## src/rtl/iwfe_pkg.sv

```systemverilog
// Shared widths, types and mean helpers for the IMU window feature extractor.
package iwfe_pkg;

    // Sample and window sizing (window length must be a power of two)
    localparam int SAMPLE_W   = 16;
    localparam int WINDOW_LEN = 8;
    localparam int WIN_SHIFT  = $clog2(WINDOW_LEN);
    localparam int CNT_W      = (WIN_SHIFT < 1) ? 1 : WIN_SHIFT;

    // Derived datapath widths
    localparam int SQ_W       = 2 * SAMPLE_W;
    localparam int MAG_W      = SAMPLE_W;
    localparam int REM_W      = SAMPLE_W + 1;
    localparam int ROOT_STEPS = SAMPLE_W;
    localparam int STEP_W     = $clog2(ROOT_STEPS);
    localparam int SUM_W      = SAMPLE_W + WIN_SHIFT;
    localparam int MSUM_W     = MAG_W + WIN_SHIFT;
    localparam int MEAN_W     = 20;
    localparam int FRAC_W     = 4;
    localparam int SNUM_W     = SUM_W + FRAC_W;
    localparam int UNUM_W     = MSUM_W + FRAC_W;

    // Axis select for the shared squaring multiplier
    typedef enum logic [1:0] {
        AXIS_X = 2'd0,
        AXIS_Y = 2'd1,
        AXIS_Z = 2'd2
    } axis_sel_t;

    // Controller to datapath commands
    typedef struct packed {
        logic      load;
        logic      sq_en;
        axis_sel_t sq_sel;
        logic      root_step;
        logic      commit;
    } cmd_t;

    // Datapath to controller status
    typedef struct packed {
        logic result_pending;
    } status_t;

    // Signed window mean in Q.4, floored, saturated to the output width
    function automatic logic [MEAN_W-1:0] mean_signed(input logic signed [SUM_W-1:0] s);
        logic signed [SNUM_W-1:0] num;
        logic signed [SNUM_W-1:0] q;
        logic [MEAN_W-1:0]        res;
        num = SNUM_W'(s) <<< FRAC_W;
        q   = num >>> WIN_SHIFT;
        if ((&q[SNUM_W-1:MEAN_W-1]) || !(|q[SNUM_W-1:MEAN_W-1]))
        begin
            res = q[MEAN_W-1:0];
        end
        else if (q[SNUM_W-1])
        begin
            res = {1'b1, {(MEAN_W-1){1'b0}}};
        end
        else
        begin
            res = {1'b0, {(MEAN_W-1){1'b1}}};
        end
        return res;
    endfunction

    // Unsigned window mean in Q.4, floored, saturated to the output width
    function automatic logic [MEAN_W-1:0] mean_unsigned(input logic [MSUM_W-1:0] s);
        logic [UNUM_W-1:0] num;
        logic [UNUM_W-1:0] q;
        logic [MEAN_W-1:0] res;
        num = {s, {FRAC_W{1'b0}}};
        q   = num >> WIN_SHIFT;
        if (|q[UNUM_W-1:MEAN_W])
        begin
            res = {MEAN_W{1'b1}};
        end
        else
        begin
            res = q[MEAN_W-1:0];
        end
        return res;
    endfunction

endpackage

```

## src/rtl/iwfe_ctrl.sv

```systemverilog
// Sequencing state machine: accept, square, root iterations, commit.
module iwfe_ctrl (
    input  logic              clk,
    input  logic              rst_n,
    input  logic              in_valid,
    output logic              in_stall,
    output logic              out_valid,
    input  logic              out_stall,
    input  iwfe_pkg::status_t status,
    output iwfe_pkg::cmd_t    cmd
);
    import iwfe_pkg::*;

    typedef enum logic [3:0] {
        ST_IDLE   = 4'b0001,
        ST_SQUARE = 4'b0010,
        ST_ROOT   = 4'b0100,
        ST_COMMIT = 4'b1000
    } state_t;

    state_t            state_reg, state_next;
    axis_sel_t         axis_reg, axis_next;
    logic [STEP_W-1:0] step_reg, step_next;
    logic              out_valid_reg, out_valid_next;
    logic              out_free;

    // Output register can take a new result when empty or being drained
    assign out_free  = !out_valid_reg || !out_stall;
    assign in_stall  = (state_reg != ST_IDLE);
    assign out_valid = out_valid_reg;

    // Next state and command decode
    always_comb
    begin
        state_next    = state_reg;
        axis_next     = axis_reg;
        step_next     = step_reg;
        cmd.load      = 1'b0;
        cmd.sq_en     = 1'b0;
        cmd.sq_sel    = axis_reg;
        cmd.root_step = 1'b0;
        cmd.commit    = 1'b0;
        case (state_reg)
            ST_IDLE:
            begin
                if (in_valid)
                begin
                    cmd.load   = 1'b1;
                    axis_next  = AXIS_X;
                    state_next = ST_SQUARE;
                end
            end
            ST_SQUARE:
            begin
                cmd.sq_en = 1'b1;
                case (axis_reg)
                    AXIS_X:  axis_next = AXIS_Y;
                    AXIS_Y:  axis_next = AXIS_Z;
                    default:
                    begin
                        axis_next  = AXIS_X;
                        step_next  = '0;
                        state_next = ST_ROOT;
                    end
                endcase
            end
            ST_ROOT:
            begin
                cmd.root_step = 1'b1;
                step_next     = step_reg + STEP_W'(1);
                if (step_reg == STEP_W'(ROOT_STEPS - 1))
                begin
                    state_next = ST_COMMIT;
                end
            end
            ST_COMMIT:
            begin
                // Hold while a pending result cannot enter the output register
                if (!status.result_pending || out_free)
                begin
                    cmd.commit = 1'b1;
                    state_next = ST_IDLE;
                end
            end
            default:
            begin
                state_next = ST_IDLE;
            end
        endcase
    end

    // Output valid: set on a committed result, drop when taken
    always_comb
    begin
        out_valid_next = out_valid_reg;
        if (out_valid_reg && !out_stall)
        begin
            out_valid_next = 1'b0;
        end
        if (cmd.commit && status.result_pending)
        begin
            out_valid_next = 1'b1;
        end
    end

    always_ff @(posedge clk or negedge rst_n)
    begin
        if (!rst_n)
        begin
            state_reg     <= ST_IDLE;
            axis_reg      <= AXIS_X;
            step_reg      <= '0;
            out_valid_reg <= 1'b0;
        end
        else
        begin
            state_reg     <= state_next;
            axis_reg      <= axis_next;
            step_reg      <= step_next;
            out_valid_reg <= out_valid_next;
        end
    end

endmodule

```

## src/rtl/iwfe_datapath.sv

```systemverilog
// Datapath: sample capture, squaring, bit-pair square root, window and batch state.
module iwfe_datapath (
    input  logic                                clk,
    input  logic                                rst_n,
    input  iwfe_pkg::cmd_t                      cmd,
    output iwfe_pkg::status_t                   status,
    input  logic signed [iwfe_pkg::SAMPLE_W-1:0] theta,
    input  logic signed [iwfe_pkg::SAMPLE_W-1:0] phi,
    input  logic signed [iwfe_pkg::SAMPLE_W-1:0] accel_x,
    input  logic signed [iwfe_pkg::SAMPLE_W-1:0] accel_y,
    input  logic signed [iwfe_pkg::SAMPLE_W-1:0] accel_z,
    input  logic                                batch_end,
    output logic signed [iwfe_pkg::MEAN_W-1:0]  mean_theta,
    output logic signed [iwfe_pkg::MEAN_W-1:0]  mean_phi,
    output logic [iwfe_pkg::MEAN_W-1:0]         mean_magnitude,
    output logic                                window_valid,
    output logic [iwfe_pkg::MAG_W-1:0]          magnitude_range,
    output logic                                range_valid
);
    import iwfe_pkg::*;

    // Captured request
    logic signed [SAMPLE_W-1:0] theta_in_reg, phi_in_reg;
    logic signed [SAMPLE_W-1:0] ax_reg, ay_reg, az_reg;
    logic                       batch_end_reg;

    // Squaring and root
    logic signed [SAMPLE_W-1:0] sq_operand;
    logic signed [SQ_W-1:0]     sq_product;
    logic [SQ_W-1:0]            rad_reg;
    logic [REM_W-1:0]           rem_reg;
    logic [MAG_W-1:0]           root_reg;
    logic [REM_W+1:0]           rem_trial;
    logic [REM_W+1:0]           root_trial;
    logic                       root_fits;

    // Window and batch state
    logic signed [SUM_W-1:0]    theta_sum_reg, phi_sum_reg;
    logic [MSUM_W-1:0]          mag_sum_reg;
    logic [CNT_W-1:0]           count_reg;
    logic [MAG_W-1:0]           min_reg, max_reg;
    logic signed [SUM_W-1:0]    theta_sum_next, phi_sum_next;
    logic [MSUM_W-1:0]          mag_sum_next;
    logic [MAG_W-1:0]           min_next, max_next;
    logic                       win_done;

    // Result register
    logic [MEAN_W-1:0]          mean_theta_reg, mean_phi_reg, mean_mag_reg;
    logic                       window_valid_reg, range_valid_reg;
    logic [MAG_W-1:0]           range_reg;

    // Select the axis for the shared multiplier
    always_comb
    begin
        case (cmd.sq_sel)
            AXIS_X:  sq_operand = ax_reg;
            AXIS_Y:  sq_operand = ay_reg;
            AXIS_Z:  sq_operand = az_reg;
            default: sq_operand = '0;
        endcase
    end

    assign sq_product = sq_operand * sq_operand;

    // One result bit per step: bring down two radicand bits, try root*4+1
    assign rem_trial  = {rem_reg, rad_reg[SQ_W-1 -: 2]};
    assign root_trial = (REM_W + 2)'({root_reg, 2'b01});
    assign root_fits  = (rem_trial >= root_trial);

    always_ff @(posedge clk)
    begin
        if (cmd.load)
        begin
            theta_in_reg  <= theta;
            phi_in_reg    <= phi;
            ax_reg        <= accel_x;
            ay_reg        <= accel_y;
            az_reg        <= accel_z;
            batch_end_reg <= batch_end;
            rad_reg       <= '0;
            rem_reg       <= '0;
            root_reg      <= '0;
        end
        else if (cmd.sq_en)
        begin
            rad_reg <= rad_reg + SQ_W'(unsigned'(sq_product));
        end
        else if (cmd.root_step)
        begin
            rad_reg  <= {rad_reg[SQ_W-3:0], 2'b00};
            if (root_fits)
            begin
                rem_reg  <= REM_W'(rem_trial - root_trial);
                root_reg <= {root_reg[MAG_W-2:0], 1'b1};
            end
            else
            begin
                rem_reg  <= REM_W'(rem_trial);
                root_reg <= {root_reg[MAG_W-2:0], 1'b0};
            end
        end
    end

    // Fold the current sample into the window and batch figures
    assign theta_sum_next = theta_sum_reg + SUM_W'(theta_in_reg);
    assign phi_sum_next   = phi_sum_reg + SUM_W'(phi_in_reg);
    assign mag_sum_next   = mag_sum_reg + MSUM_W'(root_reg);
    assign max_next       = (root_reg > max_reg) ? root_reg : max_reg;
    assign min_next       = (root_reg < min_reg) ? root_reg : min_reg;
    assign win_done       = (count_reg == CNT_W'(WINDOW_LEN - 1));

    assign status.result_pending = win_done || batch_end_reg;

    always_ff @(posedge clk or negedge rst_n)
    begin
        if (!rst_n)
        begin
            theta_sum_reg <= '0;
            phi_sum_reg   <= '0;
            mag_sum_reg   <= '0;
            count_reg     <= '0;
            min_reg       <= '1;
            max_reg       <= '0;
        end
        else if (cmd.commit)
        begin
            // Clear the window on completion or at batch end (drops a partial window)
            if (win_done || batch_end_reg)
            begin
                theta_sum_reg <= '0;
                phi_sum_reg   <= '0;
                mag_sum_reg   <= '0;
                count_reg     <= '0;
            end
            else
            begin
                theta_sum_reg <= theta_sum_next;
                phi_sum_reg   <= phi_sum_next;
                mag_sum_reg   <= mag_sum_next;
                count_reg     <= count_reg + CNT_W'(1);
            end
            // Restart the range tracking after the batch's last sample
            if (batch_end_reg)
            begin
                min_reg <= '1;
                max_reg <= '0;
            end
            else
            begin
                min_reg <= min_next;
                max_reg <= max_next;
            end
        end
    end

    // Load the result register with the request's result
    always_ff @(posedge clk)
    begin
        if (cmd.commit && status.result_pending)
        begin
            window_valid_reg <= win_done;
            range_valid_reg  <= batch_end_reg;
            mean_theta_reg   <= win_done ? mean_signed(theta_sum_next) : '0;
            mean_phi_reg     <= win_done ? mean_signed(phi_sum_next) : '0;
            mean_mag_reg     <= win_done ? mean_unsigned(mag_sum_next) : '0;
            range_reg        <= batch_end_reg ? (max_next - min_next) : '0;
        end
    end

    assign mean_theta      = signed'(mean_theta_reg);
    assign mean_phi        = signed'(mean_phi_reg);
    assign mean_magnitude  = mean_mag_reg;
    assign window_valid    = window_valid_reg;
    assign magnitude_range = range_reg;
    assign range_valid     = range_valid_reg;

endmodule

```

## src/rtl/imu_window_feature_extractor_unit.sv

```systemverilog
// Top level of the IMU window feature extractor: controller plus datapath.
// Each accepted request runs through these steps before the next one is taken: capture
// the sample, sum the squared acceleration axes on one shared 16x16 multiplier, run the
// bit-pair square root (one magnitude bit per cycle), and update the window sums and the
// batch minimum and maximum. in_stall stays high through that sequence. A result (window
// means, batch range, or both) sits in an output register, so the next sample is taken
// while it waits; the commit step holds only if a new result is due and the previous one
// is still stalled. Means are floored Q.4 over windows of 8 samples; a partial window at
// batch end is dropped.
module imu_window_feature_extractor_unit (
    input  logic                                clk,
    input  logic                                rst_n,
    input  logic                                in_valid,
    output logic                                in_stall,
    input  logic signed [iwfe_pkg::SAMPLE_W-1:0] theta,
    input  logic signed [iwfe_pkg::SAMPLE_W-1:0] phi,
    input  logic signed [iwfe_pkg::SAMPLE_W-1:0] accel_x,
    input  logic signed [iwfe_pkg::SAMPLE_W-1:0] accel_y,
    input  logic signed [iwfe_pkg::SAMPLE_W-1:0] accel_z,
    input  logic                                batch_end,
    output logic                                out_valid,
    input  logic                                out_stall,
    output logic signed [iwfe_pkg::MEAN_W-1:0]  mean_theta,
    output logic signed [iwfe_pkg::MEAN_W-1:0]  mean_phi,
    output logic [iwfe_pkg::MEAN_W-1:0]         mean_magnitude,
    output logic                                window_valid,
    output logic [iwfe_pkg::MAG_W-1:0]          magnitude_range,
    output logic                                range_valid
);
    import iwfe_pkg::*;

    cmd_t    cmd;
    status_t status;

    // Sequencer
    iwfe_ctrl u_ctrl (
        .clk       (clk),
        .rst_n     (rst_n),
        .in_valid  (in_valid),
        .in_stall  (in_stall),
        .out_valid (out_valid),
        .out_stall (out_stall),
        .status    (status),
        .cmd       (cmd)
    );

    // Arithmetic and state
    iwfe_datapath u_datapath (
        .clk             (clk),
        .rst_n           (rst_n),
        .cmd             (cmd),
        .status          (status),
        .theta           (theta),
        .phi             (phi),
        .accel_x         (accel_x),
        .accel_y         (accel_y),
        .accel_z         (accel_z),
        .batch_end       (batch_end),
        .mean_theta      (mean_theta),
        .mean_phi        (mean_phi),
        .mean_magnitude  (mean_magnitude),
        .window_valid    (window_valid),
        .magnitude_range (magnitude_range),
        .range_valid     (range_valid)
    );

endmodule

```

## config.mk

```make
export PLATFORM = sky130hd
export DESIGN_NAME = imu_window_feature_extractor_unit
export DESIGN_NICKNAME = d
export VERILOG_FILES = /design/src/rtl/iwfe_pkg.sv /design/src/rtl/iwfe_ctrl.sv /design/src/rtl/iwfe_datapath.sv /design/src/rtl/imu_window_feature_extractor_unit.sv
export SDC_FILE = /design/constraint.sdc
export NUM_CORES = 1
export LEC_CHECK = 0
export BUFFER_PORTS_ARGS = -buffer_cell sky130_fd_sc_hd__buf_2
export CELL_PAD_IN_SITES_DETAIL_PLACEMENT = 1
export CELL_PAD_IN_SITES_GLOBAL_PLACEMENT = 1
export CORE_UTILIZATION = 45
export DETAILED_ROUTE_END_ITERATION = 12
export PLACE_DENSITY_LB_ADDON = 0.2
export SETUP_SLACK_MARGIN = 0.5
export SYNTH_ARGS = -nofsm -noshare
export SYNTH_HDL_FRONTEND = slang
export SYNTH_SLANG_ARGS = --single-unit
```

## constraint.sdc

```tcl
create_clock -name clk -period 7.21 [get_ports clk]
set_input_delay 1.0815 -clock clk [delete_from_list [all_inputs] [get_ports clk]]
set_output_delay 1.0815 -clock clk [all_outputs]
set_load 0.005 [all_outputs]
```

== After elaboration in Yosys (flattened, before gate mapping) ==
Index checks and enable logic that the tools add are counted.
Storage, ports and cells
  register bits: 327
  logic and storage cells: 103
Operators by class
  multiplexer cells: 31
  bitwise operators: 1
  $add $sub $neg: 8
  $mul: 1
  $lt $le $gt $ge: 3
  reductions and logical operators: 18
  equality and inequality tests: 13
Operators by type and width (number)
  two-way mux 16 bit: 4
  two-way mux 32 bit: 2
  adder 19 x 16 -> 19 bit: 3
  two-way mux 19 bit: 3
  one-hot mux 16 bit (3 select lines): 1
  adder 32 bit: 1
  multiplier 16 x 16 -> 32 bit: 1
  two-way mux 4 bit: 5
  greater-or-equal comparator 19 x 18 -> 1 bit: 1
  two-way mux 17 bit: 1
  subtractor 17 bit: 1
  > comparator 16 bit: 1
  less-than comparator 16 bit: 1
  one-hot mux 4 bit (4 select lines): 1
  subtractor 16 bit: 1
  two-way mux 1 bit: 9
  equality test 4 bit, second input constant: 2
  one-hot mux 2 bit (2 select lines): 2
  one-hot mux 4 bit (2 select lines): 1
  nonzero test 2 bit: 4
  AND reduction 2 bit: 3
  adder 4 x 1 -> 4 bit, second input constant: 1
  equality test 4 x 1 -> 1 bit, second input constant: 1
  equality test 4 x 2 -> 1 bit, second input constant: 1
  other kinds (17): 24

== Logic depth before layout (Yosys ltp) ==
  word-level depth: 8
  gate-level depth with buffers: 31

== Cells and area by module ==
From an unflattened synthesis, not the netlist that was laid out.
Unflattened totals
  cell total of the unflattened synthesis: 2734
  area total of the unflattened synthesis: 27087.2 sq um
Modules (own cells, without submodules)
  iwfe_datapath: cells each 2680, instances 1, area an instance 26480.4 sq um
  iwfe_ctrl: cells each 54, instances 1, area an instance 606.8 sq um

== Worst setup path after synthesis ==
Ideal clock, no wire load.
  kind: register to register
  from: register u_ctrl.axis_reg[1]
  to: register u_datapath.rad_reg[28]
  path buffers: 3
  data required time: 6.962 ns
  library setup time: 0.248 ns
  slack: 0.149 ns
  stages on the path, launching flop included: 28
  arrival time: 6.813 ns
  clock period less this slack: 7.061 ns
  cells stage by stage: dfrtp_1 buf_6 buf_2 mux2i_1 nor2_1 a21oi_1 nor2_1 fa_1 inv_1 fa_1 inv_1 fa_1 fa_1 fa_1 inv_1 fa_1 inv_1 ha_1 clkbuf_1 a21o_1 a211o_1 o221ai_1 nand3_1 a21o_1 a31o_1 xor2_1 a21oi_1 nor2_1
Between the ends
  word-level cells in the longest chain between the ends: 5
RTL lines
  start, declared: line iwfe_ctrl.sv:22  | axis_sel_t axis_reg, axis_next;
  start signal, assigned: line iwfe_ctrl.sv:118  | axis_reg <= axis_next;
  equality test 2 bit, or another cell as far along: line iwfe_datapath.sv:55  | case (cmd.sq_sel)
  one-hot mux 16 bit (3 select lines) (*): line iwfe_datapath.sv:55
  multiplier 16 x 16 -> 32 bit (*): line iwfe_datapath.sv:63  | assign sq_product = sq_operand * sq_operand;
  adder 32 bit (*): line iwfe_datapath.sv:86  | rad_reg <= rad_reg + SQ_W'(unsigned'(sq_product));
  two-way mux 32 bit (*): line iwfe_datapath.sv:84  | else if (cmd.sq_en)
  end signal, assigned: line iwfe_datapath.sv:86
  end signal, assigned: line iwfe_datapath.sv:90  | rad_reg <= {rad_reg[SQ_W-3:0], 2'b00};
  end, declared: line iwfe_datapath.sv:30  | logic [SQ_W-1:0] rad_reg;
Mark *: on every way between the ends. The rest lies on a longest branch, timed or not.
A chain may end at the register's enable or synchronous reset.

== Worst setup path in the final report ==
  from: register u_ctrl.axis_reg[1]
  to: register u_datapath.rad_reg[29]
The elaborated chain is that of the path after synthesis.

==> impl_metrics.py <==
metrics = {
    "synthesis": {
        "ys_seq_elements": 324,
        "syn_area_sq_mm": 0.02680,
        "ys_types": 86,
        "synth-edff-count": 156,
        "synth_flop_cell": "edfxtp_1",
        "synth_cells": 2758,
        "yosys_warnings": 0,
        "synth-seq-area-share": 0.3203,
        "async_flop_share": 0.3179,
        "syn_area_per_cell_sq_um": 9.718,
    },
    "layout": {
        "nNetsFinal": 3587,
        "diodes": 0,
        "utilization": 0.5353,
        "fillers": 6589,
        "drive_gt1_frac": 0.1835,
        "layout.cells.non_filler": 3809,
        "final_cell_mix": "400 x inv_1, 259 x nand2_1, 259 x fa_1, 207 x ha_1, 188 x nor2_1",
        "area_delta_synth_final_pct": 17.65,
        "final_common_cell": "inv_1",
        "fin_area_sq_mm": 0.03154,
        "largest_register_ffs": 32,
    },
    "grt": {
        "antenna_found_initial": 1,
        "gr-total-overflow": 0,
        "grt_start_max_net_pins": 68,
        "first_global_vias": 22700,
        "grt_usage": 0.2546,
        "grt_first_pass_wirelength_mm": 121.5,
    },
    "sta": {
        "period_share": 0.9581,
        "finClkSkew_ps": 39.01,
        "max_freq_mhz": 144.8,
        "setup-violations-final": 0,
        "tightest_slew_ps": 977.2,
        "min_period_ps": 6908,
        "slew_headroom": 0.3470,
        "drv_slew": 0,
        "rsz0062_at_grt": "true",
        "finalHoldViolations": 0,
    },
    "placed_design": {
        "place.gp.congestion": 0.9168,
        "portBuffers": 161,
        "place_inst": 3660,
        "dpl.hpwl_mm": 58.21,
        "placedInstanceArea_sq_mm": 0.02872,
    },
    "critical_path": {
        "required_ps": 7660,
        "cp_top_family": "adder cells",
        "cp_slowest_stage_delay_ps": 570,
        "path_common_cell": "fa_1",
        "worst_setup_path_end_kind": "flip-flop",
        "slowest_stage": "fa_1",
        "start_kind": "flip-flop",
        "path_buf_inv": 7,
        "criticalPathCategory": "reg -> reg",
        "cp.arrival_ps": 7350,
        "worst-path-max-fanout": 7,
    },
    "floorplan": {
        "die_h_microns": 246.1,
        "ioPinCount": 165,
        "start_util": 0.4550,
        "dieArea_sq_mm": 0.06054,
        "die_x_microns": 246.1,
        "core_sq_mm": 0.05891,
        "rows": 89,
    },
    "detailed_routing": {
        "drc_errors": 0,
        "wirelength_mm": 77.99,
        "firstDrtPassIters": 5,
        "num_vias": 20740,
        "ant_nets": 0,
        "viasPerCell": 5.444,
        "wl_per_cell_microns": 20.47,
        "drtIter0Drc": 957,
    },
    "cts": {
        "cts_max_level": 2,
        "path_clk_slew_ps": 60,
        "clk_latency_ps": 590,
        "clk_path_buf_depth": 3,
        "postCtsHoldBufs": 0,
        "cts_made_buffers": 39,
        "clock_sinks": 324,
        "root_buffer": "clkbuf_16",
        "tritoncts": "done",
    },
    "run": {
        "maxCapViolations": 0,
    },
    "worst_hold_path": {
        "min_path_type": "reg -> reg",
    },
    "status": {
        "status": "finished, final reports clean",
    },
}
worst paths after layout:
check / end / cells after the start / slack (ps) / start
setup / recovery: u_datapath.rad_reg[29] / 27 / 300 / u_ctrl.axis_reg[1]
hold / removal: u_datapath.rem_reg[1] / 2 / 500 / u_datapath.rem_reg[1]
setup reg to reg: u_datapath.rad_reg[29] / 27 / 300 / u_ctrl.axis_reg[1]
hold reg to reg: u_datapath.rem_reg[1] / 2 / 500 / u_datapath.rem_reg[1]
max in group asynchronous: u_ctrl.state_reg[1] / 2 / 5270 / rst_n
min in group asynchronous: u_ctrl.axis_reg[0] / 1 / 550 / rst_n
cell type report:
| cell class | instances | area (sq um) | share of cell area |
|---|---|---|---|
| inverters | 433 | 1659 | 0.05261 |
| well taps | 773 | 967.2 | 0.03067 |
| clock inverters | 10 | 117.6 | 0.003730 |
| multi-input cells | 1913 | 17080 | 0.5417 |
| clock buffers | 59 | 1101 | 0.03492 |
| repair buffers | 297 | 2022 | 0.06412 |
| flip-flops and latches | 324 | 8586 | 0.2723 |
stage by stage:
step                      hold WS, ps  worst slack, ps  TNS (ps)
after global routing            523.6            36.50         0
after global placement          472.9            129.0         0
after CTS                       495.0            495.5         0
final                           496.8            302.4         0
after floorplan                 424.4            515.0         0
after detailed placement        487.4           -4.034    -4.034
worst min-delay path, stage by stage (launching register included):
cell	delay [ps]
dfxtp_1	330
nand3_1	70
o21ai_1	50
metal layers:
metal,up-vias,GRT usage,routed length (microns),part of all wire
met3,147,0.03268,3228,0.041
li1,9666,-,-,-
met5,-,0,0,0
met2,421,0.4354,38370,0.49
met4,0,0.08513,2866,0.037
met1,10500,0.3318,33520,0.43
timing repair:
action | in CTS | in global routing
setup buffers | 31 | 46
setup endpoints to repair | 17 | 17
gates cloned | 2 | 0
resized for setup | 113 | 121
pin swaps | 25 | 81
cell usage after synthesis, drive strengths merged (16+ instances only):
library cell / number / share of area
inv: 427 / 0.060
nand2: 283 / 0.040
fa: 269 / 0.20
ha: 225 / 0.11
nor2: 213 / 0.030
a21oi: 181 / 0.034
edfxtp: 156 / 0.17
o21ai: 141 / 0.026
dfrtp: 86 / 0.080
xnor2: 79 / 0.026
clkbuf: 71 / 0.0099
dfxtp: 65 / 0.049
a21o: 47 / 0.013
and2: 47 / 0.011
a22o: 45 / 0.015
nand3: 37 / 0.0069
nor3: 30 / 0.0056
xor2: 30 / 0.0098
mux2i: 29 / 0.011
o21a: 25 / 0.0070
nor2b: 24 / 0.0057
nand2b: 23 / 0.0054
buf: 19 / 0.0035
a211oi: 18 / 0.0050
dfstp: 17 / 0.017
o22a: 16 / 0.0052
cells by family (layout without fill, tap and decap cells):
logic type	count (synthesis)	in the layout	share of synthesized area
muxes	30	30	0.01125
xor gates and xnor gates	109	109	0.03590
buffers and inverters	523	799	0.07413
AOI/OAI and AO/OA	561	561	0.1327
DFF	324	324	0.3203
other	1	3	0.0001399
and+or+nand+nor	716	716	0.1196
adders and majority gates	494	494	0.3059
Power is not shown: default switching activity piles up to over one toggle a cycle in this logic, so the estimate is an artifact.
